===== src/ltc_pkg.sv =====
// Shared types and constant tables for the lexical token classifier.
`default_nettype none

package ltc_pkg;

    typedef logic [7:0] byte_t;

    typedef enum logic [2:0] {
        CLS_OPERATOR   = 3'd0,
        CLS_KEYWORD    = 3'd1,
        CLS_SEPARATOR  = 3'd2,
        CLS_CONSTANT   = 3'd3,
        CLS_IDENTIFIER = 3'd4
    } token_class_t;

    localparam int NUM_CLASSES = 5;
    localparam int NUM_KW      = 9;
    localparam int NUM_OPS     = 7;
    localparam int NUM_SEPS    = 6;

    localparam byte_t CHAR_SPACE = 8'h20;
    localparam byte_t CHAR_TAB   = 8'h09;
    localparam byte_t CHAR_CR    = 8'h0D;
    localparam byte_t CHAR_ZERO  = 8'h30;
    localparam byte_t CHAR_NINE  = 8'h39;

    // keyword text, zero padded to 8 characters
    localparam byte_t KW_TEXT [NUM_KW][8] = '{
        '{"i", "n", "t", 8'h00, 8'h00, 8'h00, 8'h00, 8'h00},
        '{"f", "l", "o", "a", "t", 8'h00, 8'h00, 8'h00},
        '{"d", "o", "u", "b", "l", "e", 8'h00, 8'h00},
        '{"c", "h", "a", "r", 8'h00, 8'h00, 8'h00, 8'h00},
        '{"i", "f", 8'h00, 8'h00, 8'h00, 8'h00, 8'h00, 8'h00},
        '{"d", "o", 8'h00, 8'h00, 8'h00, 8'h00, 8'h00, 8'h00},
        '{"f", "o", "r", 8'h00, 8'h00, 8'h00, 8'h00, 8'h00},
        '{"w", "h", "i", "l", "e", 8'h00, 8'h00, 8'h00},
        '{"e", "l", "s", "e", 8'h00, 8'h00, 8'h00, 8'h00}
    };

    localparam logic [2:0] KW_LEN [NUM_KW] = '{
        3'd3, 3'd5, 3'd6, 3'd4, 3'd2, 3'd2, 3'd3, 3'd5, 3'd4
    };

    localparam byte_t OP_SET [NUM_OPS] = '{"-", "+", "*", "/", "<", ">", "="};
    localparam byte_t SEP_SET [NUM_SEPS] = '{"{", "}", "(", ")", ";", ","};

    typedef struct packed {
        byte_t char_in;
        logic  end_of_text;
    } in_word_t;

    typedef struct packed {
        token_class_t token_class;
        logic [3:0]   token_length;
        byte_t        first_char;
        logic [3:0]   keyword_index;
        logic [15:0]  class_count;
        logic         is_final;
    } out_word_t;

    typedef struct packed {
        token_class_t cls;
        logic [3:0]   kw_index;
    } class_info_t;

endpackage

`default_nettype wire


===== src/ltc_classify.sv =====
// Classifies a closed token from its length, first character and keyword match flags.
`default_nettype none

module ltc_classify import ltc_pkg::*; #(
    parameter int LEN_W = 4
) (
    input  wire logic [LEN_W-1:0]  token_len,
    input  wire byte_t             start_char,
    input  wire logic [NUM_KW-1:0] kw_alive,
    output class_info_t            info
);

    logic       is_kw;
    logic [3:0] kw_idx;
    logic       is_op;
    logic       is_sep;
    logic       single;

    assign single = (token_len == LEN_W'(1));

    // first surviving keyword whose length equals the token length
    always_comb begin
        is_kw  = 1'b0;
        kw_idx = '0;
        for (int k = NUM_KW - 1; k >= 0; k--) begin
            if (kw_alive[k] && token_len == LEN_W'(KW_LEN[k])) begin
                is_kw  = 1'b1;
                kw_idx = 4'(k);
            end
        end
    end

    always_comb begin
        is_op = 1'b0;
        for (int i = 0; i < NUM_OPS; i++) begin
            if (start_char == OP_SET[i]) begin
                is_op = 1'b1;
            end
        end
    end

    always_comb begin
        is_sep = 1'b0;
        for (int i = 0; i < NUM_SEPS; i++) begin
            if (start_char == SEP_SET[i]) begin
                is_sep = 1'b1;
            end
        end
    end

    always_comb begin
        info.kw_index = '0;
        if (single && is_op) begin
            info.cls = CLS_OPERATOR;
        end else if (is_kw) begin
            info.cls      = CLS_KEYWORD;
            info.kw_index = kw_idx;
        end else if (single && is_sep) begin
            info.cls = CLS_SEPARATOR;
        end else if (start_char >= CHAR_ZERO && start_char <= CHAR_NINE) begin
            info.cls = CLS_CONSTANT;
        end else begin
            info.cls = CLS_IDENTIFIER;
        end
    end

endmodule

`default_nettype wire


===== src/lexical_token_classifier.sv =====
// Top level of the lexical token classifier: input register, scan state, result register.
//
// Input channel s_valid/s_ready/s_data carries one character word: char_in and
// end_of_text. Whitespace (tab, LF, VT, FF, CR, space) separates tokens. When a
// token closes, on whitespace or on a word with end_of_text set, one result word
// goes out on m_valid/m_ready/m_data: class, length, first character, keyword
// index and the updated saturating count for that class. Words that do not
// close a token produce nothing.
// Timing: a word is registered at acceptance, scanned by the scan stage once the
// result register is free, and its result, if any, is registered and shown on m_data.
// Throughput: one character word per cycle while the receiver does not stall, set by
// the single scan stage that updates the token state and the class counters.
// Reset (aresetn low, synchronous) empties both registers, clears the token
// state and all class counters.
// When the receiver stalls, the held result keeps the scan stage waiting; the
// input register then fills and s_ready drops until m_ready returns.
`default_nettype none

module lexical_token_classifier import ltc_pkg::*; #(
    parameter int MAX_TOKEN_LEN = 15,
    parameter int COUNT_WIDTH   = 16
) (
    input  wire logic      aclk,
    input  wire logic      aresetn,
    input  wire logic      s_valid,
    output logic           s_ready,
    input  wire in_word_t  s_data,
    output logic           m_valid,
    input  wire logic      m_ready,
    output out_word_t      m_data
);

    localparam int LEN_W = $clog2(MAX_TOKEN_LEN + 1);
    localparam logic [LEN_W-1:0] LEN_MAX = LEN_W'(MAX_TOKEN_LEN);
    localparam logic [COUNT_WIDTH-1:0] CNT_MAX = '1;
    localparam logic [NUM_KW-1:0] KW_ALL = '1;

    // input register
    logic     in_valid_reg;
    in_word_t in_word_reg;

    // scan state
    logic [LEN_W-1:0]       len_reg,   len_next;
    byte_t                  start_reg, start_next;
    logic [NUM_KW-1:0]      alive_reg, alive_next;
    logic [COUNT_WIDTH-1:0] cnt_reg [NUM_CLASSES];

    // result register
    logic      m_valid_reg;
    out_word_t m_data_reg;

    logic                   out_free;
    logic                   scan_fire;
    logic                   ws;
    logic                   emit;
    logic [LEN_W-1:0]       len_a;
    byte_t                  start_a;
    logic [NUM_KW-1:0]      alive_a;
    logic [NUM_KW-1:0]      kw_hit;
    class_info_t            info;
    logic [COUNT_WIDTH-1:0] cnt_cur;
    logic [COUNT_WIDTH-1:0] cnt_upd;
    logic [COUNT_WIDTH+15:0] cnt_ext;
    logic [LEN_W+3:0]        len_ext;

    assign out_free  = !m_valid_reg || m_ready;
    assign scan_fire = in_valid_reg && out_free;
    assign s_ready   = !in_valid_reg || scan_fire;

    always_ff @(posedge aclk) begin
        if (!aresetn) begin
            in_valid_reg <= 1'b0;
        end else if (s_ready) begin
            in_valid_reg <= s_valid;
        end
    end

    always_ff @(posedge aclk) begin
        if (s_valid && s_ready) begin
            in_word_reg <= s_data;
        end
    end

    assign ws = (in_word_reg.char_in == CHAR_SPACE) ||
                (in_word_reg.char_in >= CHAR_TAB && in_word_reg.char_in <= CHAR_CR);

    // per-keyword character match at the current position
    always_comb begin
        for (int k = 0; k < NUM_KW; k++) begin
            kw_hit[k] = (len_reg < LEN_W'(KW_LEN[k])) &&
                        (KW_TEXT[k][len_reg[2:0]] == in_word_reg.char_in);
        end
    end

    always_comb begin
        len_a   = len_reg;
        start_a = start_reg;
        alive_a = alive_reg;
        if (!ws) begin
            if (len_reg == '0) begin
                start_a = in_word_reg.char_in;
            end
            if (len_reg >= LEN_MAX) begin
                len_a   = LEN_MAX;
                alive_a = '0;
            end else begin
                alive_a = alive_reg & kw_hit;
                len_a   = len_reg + LEN_W'(1);
            end
        end
    end

    assign emit = (ws || in_word_reg.end_of_text) && (len_a != '0);

    ltc_classify #(
        .LEN_W (LEN_W)
    ) u_classify (
        .token_len  (len_a),
        .start_char (start_a),
        .kw_alive   (alive_a),
        .info       (info)
    );

    assign cnt_cur = cnt_reg[info.cls];
    assign cnt_upd = (cnt_cur != CNT_MAX) ? cnt_cur + COUNT_WIDTH'(1) : cnt_cur;
    assign cnt_ext = {16'd0, cnt_upd};
    assign len_ext = {4'd0, len_a};

    always_comb begin
        len_next   = len_a;
        start_next = start_a;
        alive_next = alive_a;
        if (emit || in_word_reg.end_of_text) begin
            len_next   = '0;
            alive_next = KW_ALL;
        end
    end

    always_ff @(posedge aclk) begin
        if (!aresetn) begin
            len_reg   <= '0;
            start_reg <= '0;
            alive_reg <= KW_ALL;
        end else if (scan_fire) begin
            len_reg   <= len_next;
            start_reg <= start_next;
            alive_reg <= alive_next;
        end
    end

    always_ff @(posedge aclk) begin
        if (!aresetn) begin
            for (int i = 0; i < NUM_CLASSES; i++) begin
                cnt_reg[i] <= '0;
            end
        end else if (scan_fire && emit) begin
            cnt_reg[info.cls] <= cnt_upd;
        end
    end

    always_ff @(posedge aclk) begin
        if (!aresetn) begin
            m_valid_reg <= 1'b0;
        end else if (scan_fire) begin
            m_valid_reg <= emit;
        end else if (m_ready) begin
            m_valid_reg <= 1'b0;
        end
    end

    always_ff @(posedge aclk) begin
        if (scan_fire && emit) begin
            m_data_reg.token_class   <= info.cls;
            m_data_reg.token_length  <= len_ext[3:0];
            m_data_reg.first_char    <= start_a;
            m_data_reg.keyword_index <= info.kw_index;
            m_data_reg.class_count   <= cnt_ext[15:0];
            m_data_reg.is_final      <= in_word_reg.end_of_text;
        end
    end

    assign m_valid = m_valid_reg;
    assign m_data  = m_data_reg;

    a_len_bounded: assert property (@(posedge aclk) disable iff (!aresetn)
        len_reg <= LEN_MAX)
        else $error("token length above maximum");

    a_eot_clears: assert property (@(posedge aclk) disable iff (!aresetn)
        scan_fire && in_word_reg.end_of_text |=> len_reg == '0 && alive_reg == KW_ALL)
        else $error("token state not cleared after end of text");

    a_kw_index: assert property (@(posedge aclk) disable iff (!aresetn)
        m_valid && m_data.token_class != CLS_KEYWORD |-> m_data.keyword_index == 4'd0)
        else $error("keyword index on non-keyword token");

    a_stall_holds_scan: assert property (@(posedge aclk) disable iff (!aresetn)
        m_valid && !m_ready |=> $stable(len_reg) && $stable(alive_reg))
        else $error("scan state moved while result stalled");

endmodule

`default_nettype wire

===== config.mk =====
export PLATFORM = sky130hd
export DESIGN_NAME = lexical_token_classifier
export DESIGN_NICKNAME = d
export VERILOG_FILES = /design/src/ltc_pkg.sv /design/src/ltc_classify.sv /design/src/lexical_token_classifier.sv
export SDC_FILE = /design/constraint.sdc
export NUM_CORES = 1
export LEC_CHECK = 0
export BUFFER_PORTS_ARGS = -buffer_cell sky130_fd_sc_hd__buf_2
export CAP_MARGIN = 30
export CELL_PAD_IN_SITES_DETAIL_PLACEMENT = 0
export CELL_PAD_IN_SITES_GLOBAL_PLACEMENT = 1
export CORE_MARGIN = 2
export CORE_UTILIZATION = 45
export CTS_BUF_LIST = sky130_fd_sc_hd__clkbuf_4 sky130_fd_sc_hd__clkbuf_8
export DETAILED_ROUTE_END_ITERATION = 16
export MAX_ROUTING_LAYER = met4
export PLACE_DENSITY_LB_ADDON = 0.1
export SETUP_SLACK_MARGIN = 0.05
export SYNTH_ARGS = -nofsm -noshare
export SYNTH_HDL_FRONTEND = slang
export SYNTH_SLANG_ARGS = --single-unit

===== constraint.sdc =====
create_clock -name aclk -period 5 [get_ports aclk]
set_input_delay 1 -clock aclk [delete_from_list [all_inputs] [get_ports aclk]]
set_output_delay 1 -clock aclk [all_outputs]
set_load 0.05 [all_outputs]

==> results of run 1 <==
cells in the mapped netlist (14+ instances only):
| cell type | number |
|---|---|
| sky130_fd_sc_hd__o21ai_0 | 23 |
| sky130_fd_sc_hd__a21oi_1 | 30 |
| sky130_fd_sc_hd__nand2_1 | 47 |
| sky130_fd_sc_hd__buf_2 | 14 |
| sky130_fd_sc_hd__nor2b_1 | 17 |
| sky130_fd_sc_hd__o22ai_1 | 15 |
| sky130_fd_sc_hd__nor3_1 | 25 |
| sky130_fd_sc_hd__dfxtp_1 | 23 |
| sky130_fd_sc_hd__nor2_1 | 117 |
| sky130_fd_sc_hd__clkbuf_1 | 29 |
| sky130_fd_sc_hd__nand3_1 | 14 |
| sky130_fd_sc_hd__inv_1 | 36 |
| sky130_fd_sc_hd__edfxtp_1 | 125 |
| sky130_fd_sc_hd__mux2i_1 | 18 |
| sky130_fd_sc_hd__nand2b_1 | 14 |
how the worst max path moves through the flow:
stage          depth (start not counted)  slack, ns                startpoint                          end
2_1_floorplan                         22       0.10   len_reg[1]$_SDFFE_PN0P_  cnt_reg[0][1]$_SDFFCE_PN0P_
3_3_place_gp                          15      -0.11  in_word_reg[3]$_DFFE_PP_  cnt_reg[0][7]$_SDFFCE_PN0P_
3_5_place_dp                          15      -0.11  in_word_reg[3]$_DFFE_PP_  cnt_reg[4][7]$_SDFFCE_PN0P_
4_1_cts                               18       0.08   len_reg[1]$_SDFFE_PN0P_  cnt_reg[0][9]$_SDFFCE_PN0P_
5_1_grt                               14       0.05  in_word_reg[6]$_DFFE_PP_  cnt_reg[1][9]$_SDFFCE_PN0P_
6_report                              14       0.24  in_word_reg[6]$_DFFE_PP_  cnt_reg[0][9]$_SDFFCE_PN0P_
stage by stage:
step | hold WS (ns) | setup TNS [ns] | cells | util
finish | 0.497 | 0 | 1129 | 0.534
global route | 0.523 | 0 | 1129 | 0.534
CTS | 0.490 | 0 | 1120 | 0.525
floorplan | 0.442 | 0 | 794 | -
global placement | 0.461 | -0.942 | 1088 | 0.504
detailed placement | 0.467 | -1.63 | 1088 | 0.504
power by group through the flow:
stage                     combinational [mW]  sequential, mW  clock (mW)
after floorplan                        0.205            1.47           0
after global placement                 0.357            1.44           0
after detailed placement               0.361            1.44           0
after CTS                              0.365            1.42       0.881
after global routing                   0.411            1.42       0.932
final                                  0.381            1.42       0.865
area by class of cell:
type / count / area share
Timing Repair Buffer: 127 / 0.0892
Tap cell: 229 / 0.0300
Clock inverter: 15 / 0.0127
Clock buffer: 17 / 0.0245
Sequential cell: 148 / 0.441
Inverter: 36 / 0.0141
Multi-Input combinational cell: 557 / 0.389
logic make-up after synthesis:
family | count (synthesis) | share of synthesized area
simple gates | 320 | 0.204
compound gates | 184 | 0.166
flops | 148 | 0.515
buf+inv | 89 | 0.0489
mux | 26 | 0.0333
xor+xnor | 17 | 0.0182
fa+ha+maj | 10 | 0.0153
repair_timing:
| item | CTS | global route |
|---|---|---|
| gates resized for setup | 5 | 20 |
| endpoints found under the hold margin | 0 | 0 |
| pin swaps | 0 | 10 |
| setup buffers | 0 | 9 |
| setup endpoints to repair | 43 | 83 |
worst min-delay path, cell delays in order, from the launching register on:
cell and delay [ns]:
sky130_fd_sc_hd__dfxtp_1 0.34, sky130_fd_sc_hd__o22ai_1 0.07, sky130_fd_sc_hd__nand2_1 0.06
routing by layer:
metal  vias to the layer above  GRT usage  part of all wire
li1                       3160          -                 -
met4                         0     0.0649             0.012
met3                        28     0.0387             0.057
met2                       250      0.364              0.44
met5                         -          -                 0
met1                      3350      0.381              0.49
==> Implementation_results.wiki, run 1 <==
{| class="wikitable"
! Metric !! Value
|-
| Mean routed wirelength per cell || 21.1 µm
|-
| Total net switching power || 0.787 mW
|-
| Hold Path Sink || alive_reg[8]$_SDFFE_PN1P_
|-
| Via count of the routed design || 6788
|-
| Relative slew margins || 0.344
|-
| FF-to-FF End || cnt_reg[0][9]$_SDFFCE_PN0P_
|-
| Fraction of layout instances using a drive strength above 1 || 0.231
|-
| Capturing element type of the critical path || flip-flop
|-
| Number of hold-slack violations in the final timing report || 0
|-
| N_diodes || 0
|-
| Number of antenna-violating nets in the routed design || 0
|-
| WS Path Type || reg -> reg
|-
| Length of the first detailed-routing pass in iterations || 7
|-
| Post-synth top area share || 0.459
|-
| Starting utilization of the core area || 0.457
|-
| Gate count of the mapped netlist || 794
|-
| Reg2reg start || in_word_reg[6]$_DFFE_PP_
|-
| Vias in the first global route || 6504
|-
| Global-route wire length before repair || 37300 µm
|-
| Cells on Worst Hold Path || 2
|-
| Arrival time of data at the critical path endpoint || 5.05 ns
|-
| RD Place Congestion || 0.956
|-
| Total core area || 17900 µm²
|-
| Count of unique library cells instantiated by Yosys || 88
|-
| Detailed-route DRC error count || 0
|-
| Sequential cell area || 4210 µm²
|-
| Synthesized area divided by synthesized cell count || 10.3 µm²
|-
| Maximum net fanout on the critical path || 20
|-
| Post-route minimum period || 4.76 ns
|-
| Total power of the final layout || 2.66 mW
|-
| Final setup skew || 0.0131 ns
|-
| Post-placement worst setup slack || -0.107 ns
|-
| Combinational group share of total power || 0.143
|-
| Vias/cell || 6.01
|-
| Total leakage power || 3.64 nW
|-
| Grt total ovfl || 0
|-
| Clock root buffer master || sky130_fd_sc_hd__clkbuf_8
|-
| Warnings from Yosys || 0
|-
| Internal power contribution || 1.87 mW
|-
| # setup viols final || 0
|-
| Quantity of I/O buffers inserted on ports || 50
|-
| Maximum frequency from static timing analysis || 0.210 GHz
|-
| Proportion of synthesized chip area in sequential cells || 0.515
|-
| Buf/Inv on CP || 2
|-
| Combined area of the multi-input logic cells || 3720 µm²
|-
| Stage delay of the slowest cell on the critical path || 0.60 ns
|-
| Most common cell after layout, fill and taps aside || sky130_fd_sc_hd__edfxtp_1
|-
| Switching share of power || 0.296
|-
| Total CTS buffers || 17
|-
| Reg2Reg Setup Slack || 0.24 ns
|-
| Total of hold buffers inserted after clock tree synthesis || 0
|-
| Die span in x || 139 µm
|-
| Net total in the final layout || 910
|-
| Ratio of total power to cell area || 278 nW/µm²
|-
| Worst-case reg-to-reg path depth || 14
|-
| Worst setup SP type || flip-flop
|-
| Number of violations reported at the end of detailed-routing iteration 0 || 640
|-
| Number of flops mapped to enable cells by yosys || 125
|-
| Max cap viols || 0
|-
| Clk_lat worst skew || 0.44 ns
|-
| Outcome || finished, final reports clean
|-
| Top_reg_cell synth || sky130_fd_sc_hd__edfxtp_1
|-
| Fillers || 1655
|-
| Final worst setup slack || 0.243 ns
|-
| Clock network fraction of total power || 0.325
|-
| Worst voltage drop across the vdd grid || 0.173 mV
|-
| Clk sinks || 148
|-
| Highest-delay cell along the critical path || sky130_fd_sc_hd__or4_1
|-
| Largest net degree at the start of global routing || 38
|-
| Most frequent cell on the critical path || sky130_fd_sc_hd__or3_4
|-
| Nets in the synthesized netlist || 817
|-
| RSZ-0062 raised after global routing || no
|-
| DIE HEIGHT || 139 µm
|-
| Max Root-Sink Buffers || 2
|-
| Sequential Power Share || 0.532
|-
| Period Utilization, post-route || 0.951
|-
| HPWL after detailed placement || 16300 µm
|-
| Proportion of synthesized flip-flops having asynchronous set or reset || 0
|-
| Top cell type by total area after synthesis || sky130_fd_sc_hd__edfxtp_1
|-
| Cells along the critical path || or4_1 > o2111ai_1 > buf_12 > mux2i_1 > o21ai_0 > a311o_1 > and4_4 > buf_4 > a211oi_4 > nand4b_4 > or3_4 > or3_1 > or3_4 > a21oi_1
|-
| Gr usage total || 0.255
|-
| Post-Place Cell Area || 9020 µm²
|-
| Slew of the pin with the lowest slew margin || 0.982 ns
|-
| Area enclosed by the die boundary || 19300 µm²
|-
| Row count || 49
|-
| Initial antenna violation count || 0
|-
| Area growth from synthesis to final layout || 16.9%
|-
| Clock slew at the register clock pins of the worst setup and hold paths || 0.09 ns
|-
| Max-slew violation count || 0
|-
| Maximum level of the CTS H-tree || 4
|-
| Final wirelength || 23900 µm
|-
| Synthesized flop and latch total || 148
|-
| Post-synth design cell area || 8180 µm²
|-
| I/O pin cnt || 51
|-
| Finished Cell Area || 9560 µm²
|-
| CTS tree || done
|-
| Leading cell types by total area after synthesis || sky130_fd_sc_hd__edfxtp_1 46%, sky130_fd_sc_hd__dfxtp_1 5.6%, sky130_fd_sc_hd__nor2_1 5.4%
|-
| Required time at the worst-slack endpoint || 5.29 ns
|-
| Max FFs per register || 80
|-
| Most used cells in the layout excluding fill and tap cells || 125 x sky130_fd_sc_hd__edfxtp_1, 116 x sky130_fd_sc_hd__nor2_1, 75 x sky130_fd_sc_hd__buf_4, 50 x sky130_fd_sc_hd__buf_2, 46 x sky130_fd_sc_hd__nand2_1
|-
| Class of the most critical hold timing path || reg -> reg
|-
| Kind of cell with the highest combined delay on the critical path || simple AND/OR/NAND/NOR gates
|-
| Worst Hold Launch || alive_reg[8]$_SDFFE_PN1P_
|}
Power figures use the tool's default switching activity.
==> run 2: changes to the inputs <==
Settings changed: CORE_ASPECT_RATIO set to 0.9.
==> run 2 against run 1 <==
Non-clock buffer count is 4 higher. Power grew 2.9%. Via count down 1.7%. Critical endpoint is now cnt_reg[3][9]$_SDFFCE_PN0P_. Final cell count is 1.3% higher. Highest routed layer unchanged. Final area grew 1.1%. Hold slack better by 0.0011 ns. Sequential power about the same. Sequential cell count did not move. Sequential share of layout area shrank 0.49 points. Die area hardly changed. Core utilization increased by 1.1 points.
==> Implementation_results.wiki, run 2 (same netlist as run 1, synthesis figures left out) <==
{| class="wikitable"
! Metric !! Value
|-
| Initial antenna violation count || 0
|-
| DIE HEIGHT || 132 µm
|-
| # setup viols final || 0
|-
| Required time at the worst-slack endpoint || 5.30 ns
|-
| Launch point of the worst path || in_word_reg[6]$_DFFE_PP_
|-
| Post-Place Cell Area || 9050 µm²
|-
| Clock root buffer master || sky130_fd_sc_hd__clkbuf_8
|-
| Outcome || finished, final reports clean
|-
| Reg2reg start || in_word_reg[6]$_DFFE_PP_
|-
| Maximum level of the CTS H-tree || 4
|-
| Clk sinks || 148
|-
| Max FFs per register || 80
|-
| Vias/cell || 5.83
|-
| CTS tree || done
|-
| Most common cell after layout, fill and taps aside || sky130_fd_sc_hd__edfxtp_1
|-
| Number of hold-slack violations in the final timing report || 0
|-
| Total CTS buffers || 17
|-
| Max Root-Sink Buffers || 2
|-
| HPWL after detailed placement || 16400 µm
|-
| Vias in the first global route || 6369
|-
| I/O pin cnt || 51
|-
| Clk_lat worst skew || 0.45 ns
|-
| Slew of the pin with the lowest slew margin || 0.985 ns
|-
| Worst voltage drop across the vdd grid || 0.201 mV
|-
| Starting utilization of the core area || 0.462
|-
| Post-route minimum period || 4.74 ns
|-
| Relative slew margins || 0.338
|-
| Mean routed wirelength per cell || 20.4 µm
|-
| WS Path Type || reg -> reg
|-
| Maximum frequency from static timing analysis || 0.211 GHz
|-
| Row count || 46
|-
| Final worst setup slack || 0.265 ns
|-
| Total leakage power || 3.66 nW
|-
| Total core area || 17700 µm²
|-
| Final setup skew || 0.0162 ns
|-
| RD Place Congestion || 0.903
|-
| Global-route wire length before repair || 36800 µm
|-
| Number of violations reported at the end of detailed-routing iteration 0 || 617
|-
| Class of the most critical hold timing path || reg -> reg
|-
| Ratio of total power to cell area || 283 nW/µm²
|-
| Max-slew violation count || 0
|-
| N_diodes || 0
|-
| Non-Filler Instances || 1144
|-
| Clock slew at the register clock pins of the worst setup and hold paths || 0.09 ns
|-
| Via count of the routed design || 6675
|-
| Final wirelength || 23400 µm
|-
| Worst Hold Launch || alive_reg[8]$_SDFFE_PN1P_
|-
| Most used cells in the layout excluding fill and tap cells || 125 x sky130_fd_sc_hd__edfxtp_1, 116 x sky130_fd_sc_hd__nor2_1, 78 x sky130_fd_sc_hd__buf_4, 50 x sky130_fd_sc_hd__buf_2, 47 x sky130_fd_sc_hd__nand2_1
|-
| Quantity of I/O buffers inserted on ports || 50
|-
| Cell count after placement || 1103
|-
| RSZ-0062 raised after global routing || no
|-
| Number of antenna-violating nets in the routed design || 0
|-
| Post-layout utilization of the core || 0.546
|-
| Arrival time of data at the critical path endpoint || 5.03 ns
|-
| Largest net degree at the start of global routing || 38
|-
| Worst setup SP type || flip-flop
|-
| Area enclosed by the die boundary || 19300 µm²
|-
| Net total in the final layout || 914
|-
| Post-placement worst setup slack || -0.0732 ns
|-
| Finished Cell Area || 9670 µm²
|-
| Capturing element type of the critical path || flip-flop
|-
| Die span in x || 146 µm
|-
| Period Utilization, post-route || 0.947
|-
| Gr usage total || 0.253
|-
| Fillers || 1612
|-
| Length of the first detailed-routing pass in iterations || 7
|-
| Fin Hold WS || 0.498 ns
|-
| Maximum net fanout on the critical path || 13
|-
| Grt total ovfl || 0
|-
| Max cap viols || 0
|-
| Total power of the final layout || 2.74 mW
|-
| Area growth from synthesis to final layout || 18.2%
|-
| Fraction of layout instances using a drive strength above 1 || 0.238
|-
| Total of hold buffers inserted after clock tree synthesis || 0
|-
| Setup_tns || 0 ns
|-
| Detailed-route DRC error count || 0
|}
[run 2: repair_timing]
action                     in CTS  in global routing
setup buffers                   0                  7
gates resized for setup         4                 25
pin swaps                       1                  4
setup endpoints to repair      11                 94
[run 2: worst max-delay path, cell delays in order (launching register included)]
cell and delay [ns]:
sky130_fd_sc_hd__edfxtp_1 0.45, sky130_fd_sc_hd__or4_1 0.56, sky130_fd_sc_hd__o2111a_2 0.30, sky130_fd_sc_hd__buf_4 0.18, sky130_fd_sc_hd__a211oi_1 0.24, sky130_fd_sc_hd__o31ai_2 0.10, sky130_fd_sc_hd__buf_4 0.16, sky130_fd_sc_hd__nand2_1 0.16
sky130_fd_sc_hd__buf_4 0.25, sky130_fd_sc_hd__o22ai_1 0.17, sky130_fd_sc_hd__a211oi_4 0.32, sky130_fd_sc_hd__nand4b_4 0.20, sky130_fd_sc_hd__or3_4 0.44, sky130_fd_sc_hd__or3_1 0.41, sky130_fd_sc_hd__or3_1 0.42, sky130_fd_sc_hd__a21oi_1 0.19
[run 2: worst paths after layout]
| check | slack [ns] | cells after the start | endpoint |
|---|---|---|---|
| max | 0.26 | 15 | cnt_reg[3][9]$_SDFFCE_PN0P_ |
| min | 0.50 | 2 | alive_reg[8]$_SDFFE_PN1P_ |
| max reg2reg | 0.26 | 15 | cnt_reg[3][9]$_SDFFCE_PN0P_ |
| min reg2reg | 0.50 | 2 | alive_reg[8]$_SDFFE_PN1P_ |
[run 2: final cells by class]
| type | count | area [µm²] | area share |
|---|---|---|---|
| well taps | 240 | 300 | 0.0310 |
| inverters | 36 | 135 | 0.0140 |
| clock buffers | 17 | 234 | 0.0242 |
| flip-flops and latches | 148 | 4210 | 0.436 |
| repair buffers | 131 | 882 | 0.0912 |
| clock inverters | 15 | 160 | 0.0166 |
| multi-input cells | 557 | 3750 | 0.387 |
[run 2: metal layers]
metal / track usage / routed length, µm / vias up
li1: - / - / 3162
met1: 0.396 / 12000 / 3274
met2: 0.352 / 9790 / 219
met3: 0.0336 / 1370 / 20
met4: 0.0502 / 199 / 0
met5: - / 0 / -
[run 2: power by group]
part           internal, mW  total, mW  switching, mW
logic                 0.134      0.386          0.252
registers              1.39       1.41         0.0256
clock network         0.414      0.937          0.523
==> run 3: changes to the inputs <==
Settings changed: CELL_PAD_IN_SITES_DETAIL_PLACEMENT 0 to unset, CELL_PAD_IN_SITES_GLOBAL_PLACEMENT 1 to unset, CORE_UTILIZATION 45 to 57, PLACE_DENSITY set to 0.79, PLACE_DENSITY_LB_ADDON 0.1 to unset, SETUP_SLACK_MARGIN 0.05 to unset.
==> run 3 against run 2 <==
Final area down 2.6%. Sequential power about the same. Critical path depth down 2. Register-to-register slack worse by 0.07 ns. Via count up 3.1%. Count of clock-buffer cells in the layout unchanged. Critical path type unchanged. Largest cell class unchanged. Hold slack better by 0.0031 ns. Final cell count down 5.0%. Setup slack worse by 0.066 ns. Sequential cell count unchanged.
==> Implementation_results.wiki, run 3 (same netlist as run 1, synthesis figures left out) <==
{| class="wikitable"
! Metric !! Value
|-
| Outcome || finished, final reports clean
|-
| Final wirelength || 22400 µm
|-
| Stage delay of the slowest cell on the critical path || 0.57 ns
|-
| DIE HEIGHT || 118 µm
|-
| Class of the most critical hold timing path || reg -> reg
|-
| Worst setup SP type || flip-flop
|-
| Clock network fraction of total power || 0.337
|-
| Fin Hold WS || 0.501 ns
|-
| Total of hold buffers inserted after clock tree synthesis || 0
|-
| RD Place Congestion || 0.964
|-
| N_diodes || 0
|-
| Clk_lat worst skew || 0.46 ns
|-
| Initial antenna violation count || 0
|-
| Number of hold-slack violations in the final timing report || 0
|-
| Maximum level of the CTS H-tree || 4
|-
| Hold Path Sink || alive_reg[8]$_SDFFE_PN1P_
|-
| Maximum net fanout on the critical path || 17
|-
| Final worst setup slack || 0.199 ns
|-
| Kind of cell with the highest combined delay on the critical path || simple AND/OR/NAND/NOR gates
|-
| Maximum frequency from static timing analysis || 0.208 GHz
|-
| Cells on Worst Hold Path || 2
|-
| CTS tree || done
|-
| Required time at the worst-slack endpoint || 5.19 ns
|-
| Row count || 41
|-
| Vias/cell || 6.33
|-
| Global-route wire length before repair || 35400 µm
|-
| Highest-delay cell along the critical path || sky130_fd_sc_hd__or4_1
|-
| Most used cells in the layout excluding fill and tap cells || 125 x sky130_fd_sc_hd__edfxtp_1, 116 x sky130_fd_sc_hd__nor2_1, 70 x sky130_fd_sc_hd__buf_4, 50 x sky130_fd_sc_hd__buf_2, 46 x sky130_fd_sc_hd__nand2_1
|-
| Clk sinks || 148
|-
| Largest net degree at the start of global routing || 38
|-
| Max cap viols || 0
|-
| Switching share of power || 0.287
|-
| Net total in the final layout || 904
|-
| Combinational group share of total power || 0.136
|-
| Cells along the critical path || or4_1 > o2111ai_1 > buf_4 > o31ai_1 > o2bb2ai_1 > a21boi_1 > and4_4 > mux2i_1 > o2111ai_2 > or3_4 > or3_1 > o21ai_1 > nand2_1
|-
| Cell count after placement || 1052
|-
| Worst voltage drop across the vdd grid || 0.224 mV
|-
| Area growth from synthesis to final layout || 15.1%
|-
| Grt total ovfl || 0
|-
| WS Path Type || reg -> reg
|-
| Total leakage power || 3.59 nW
|-
| Ratio of total power to cell area || 286 nW/µm²
|-
| Number of antenna-violating nets in the routed design || 0
|-
| Die span in x || 130 µm
|-
| Length of the first detailed-routing pass in iterations || 6
|-
| Buf/Inv on CP || 1
|-
| Relative slew margins || 0.316
|-
| Period Utilization, post-route || 0.960
|-
| Capturing element type of the critical path || flip-flop
|-
| Vias in the first global route || 6589
|-
| Reg2Reg Setup Slack || 0.20 ns
|-
| Slew of the pin with the lowest slew margin || 1.02 ns
|-
| Max Root-Sink Buffers || 2
|-
| Max FFs per register || 80
|-
| Via count of the routed design || 6879
|-
| Mean routed wirelength per cell || 20.6 µm
|-
| Worst Hold Launch || alive_reg[8]$_SDFFE_PN1P_
|-
| Fraction of layout instances using a drive strength above 1 || 0.223
|-
| Most common cell after layout, fill and taps aside || sky130_fd_sc_hd__edfxtp_1
|-
| I/O pin cnt || 51
|-
| Total net switching power || 0.773 mW
|-
| Total core area || 14000 µm²
|-
| HPWL after detailed placement || 15400 µm
|-
| FF-to-FF End || m_data[10]$_DFFE_PP_
|-
| Clock root buffer master || sky130_fd_sc_hd__clkbuf_8
|-
| Internal power contribution || 1.92 mW
|-
| Non-Filler Instances || 1087
|-
| Sequential Power Share || 0.526
|-
| Total power of the final layout || 2.69 mW
|-
| Arrival time of data at the critical path endpoint || 4.99 ns
|-
| Detailed-route DRC error count || 0
|-
| Quantity of I/O buffers inserted on ports || 50
|-
| Gr usage total || 0.310
|-
| Max-slew violation count || 0
|-
| Post-placement worst setup slack || 0.0440 ns
|-
| Post-route minimum period || 4.80 ns
|-
| Reg2reg start || in_word_reg[6]$_DFFE_PP_
|-
| Area enclosed by the die boundary || 15300 µm²
|-
| Total CTS buffers || 17
|-
| Worst-case reg-to-reg path depth || 13
|-
| Starting utilization of the core area || 0.584
|-
| Clock slew at the register clock pins of the worst setup and hold paths || 0.09 ns
|-
| Number of violations reported at the end of detailed-routing iteration 0 || 874
|-
| # setup viols final || 0
|-
| Final setup skew || 0.0152 ns
|}
## run 3: cell types whose count changed in the layout (fill, tap and decap cells not counted), moves of 2 or more
cell | before | now
sky130_fd_sc_hd__a211oi_4 | 2 | 0
sky130_fd_sc_hd__clkinv_4 | 0 | 4
sky130_fd_sc_hd__a211oi_2 | 1 | 3
sky130_fd_sc_hd__mux2i_1 | 15 | 17
sky130_fd_sc_hd__buf_4 | 78 | 70
sky130_fd_sc_hd__mux2i_2 | 3 | 1
sky130_fd_sc_hd__inv_6 | 7 | 5
## run 3: metal layers
| layer | vias to the layer above | global-route usage | wire length, µm |
|---|---|---|---|
| met5 | - | - | 0 |
| met4 | 0 | 0.117 | 520 |
| met3 | 50 | 0.0618 | 2070 |
| met2 | 380 | 0.422 | 9880 |
| met1 | 3299 | 0.460 | 9940 |
| li1 | 3150 | - | - |
## run 3: worst max path at each step
stage | from | to | slack [ns] | cells past startpoint
4_1_cts | in_word_reg[4]$_DFFE_PP_ | cnt_reg[2][12]$_SDFFCE_PN0P_ | 0.02 | 16
3_5_place_dp | len_reg[2]$_SDFFE_PN0P_ | cnt_reg[4][1]$_SDFFCE_PN0P_ | 0.04 | 18
5_1_grt | len_reg[0]$_SDFFE_PN0P_ | cnt_reg[3][9]$_SDFFCE_PN0P_ | -0.03 | 16
6_report | in_word_reg[6]$_DFFE_PP_ | m_data[10]$_DFFE_PP_ | 0.20 | 13
3_3_place_gp | len_reg[2]$_SDFFE_PN0P_ | cnt_reg[3][9]$_SDFFCE_PN0P_ | 0.15 | 16
2_1_floorplan | len_reg[1]$_SDFFE_PN0P_ | cnt_reg[0][1]$_SDFFCE_PN0P_ | 0.02 | 22
## run 3: worst reg2reg max path, stage by stage, from the launching register on
cell and delay (ns):
sky130_fd_sc_hd__edfxtp_1 0.45, sky130_fd_sc_hd__or4_1 0.57, sky130_fd_sc_hd__o2111ai_1 0.14, sky130_fd_sc_hd__buf_4 0.29, sky130_fd_sc_hd__o31ai_1 0.18, sky130_fd_sc_hd__o2bb2ai_1 0.22
sky130_fd_sc_hd__a21boi_1 0.24, sky130_fd_sc_hd__and4_4 0.43, sky130_fd_sc_hd__mux2i_1 0.39, sky130_fd_sc_hd__o2111ai_2 0.27, sky130_fd_sc_hd__or3_4 0.46, sky130_fd_sc_hd__or3_1 0.41
sky130_fd_sc_hd__o21ai_1 0.35, sky130_fd_sc_hd__nand2_1 0.13
## run 3: repair_timing
action,4_1_cts,5_1_grt
buffers inserted,0,3
resized for setup,2,12
endpoints found under the setup margin,2,84
pin swaps,0,2
## run 3: power groups by stage
stage               combinational (mW)  clock, mW  sequential (mW)
finish                           0.366      0.908             1.42
global route                     0.395      0.961             1.42
CTS                              0.356      0.914             1.42
detailed placement               0.353          0             1.44
global placement                 0.347          0             1.44
floorplan                        0.205          0             1.47
## run 3: final cells by class
type,instances,area (µm²)
Fill cell,1090,4590
Sequential cell,148,4220
Multi-Input combinational cell,557,3650
Timing Repair Buffer,121,796
Tap cell,193,241
Clock buffer,17,234
Clock inverter,15,146
Inverter,36,135
## run 3: per-stage QoR
stage	area, µm²	setup TNS, ns	util
after floorplan	8200	0	-
after global placement	8960	0	0.640
after detailed placement	8960	0	0.640
after CTS	9350	0	0.668
after global routing	9420	-0.108	0.672
final	9420	0	0.672
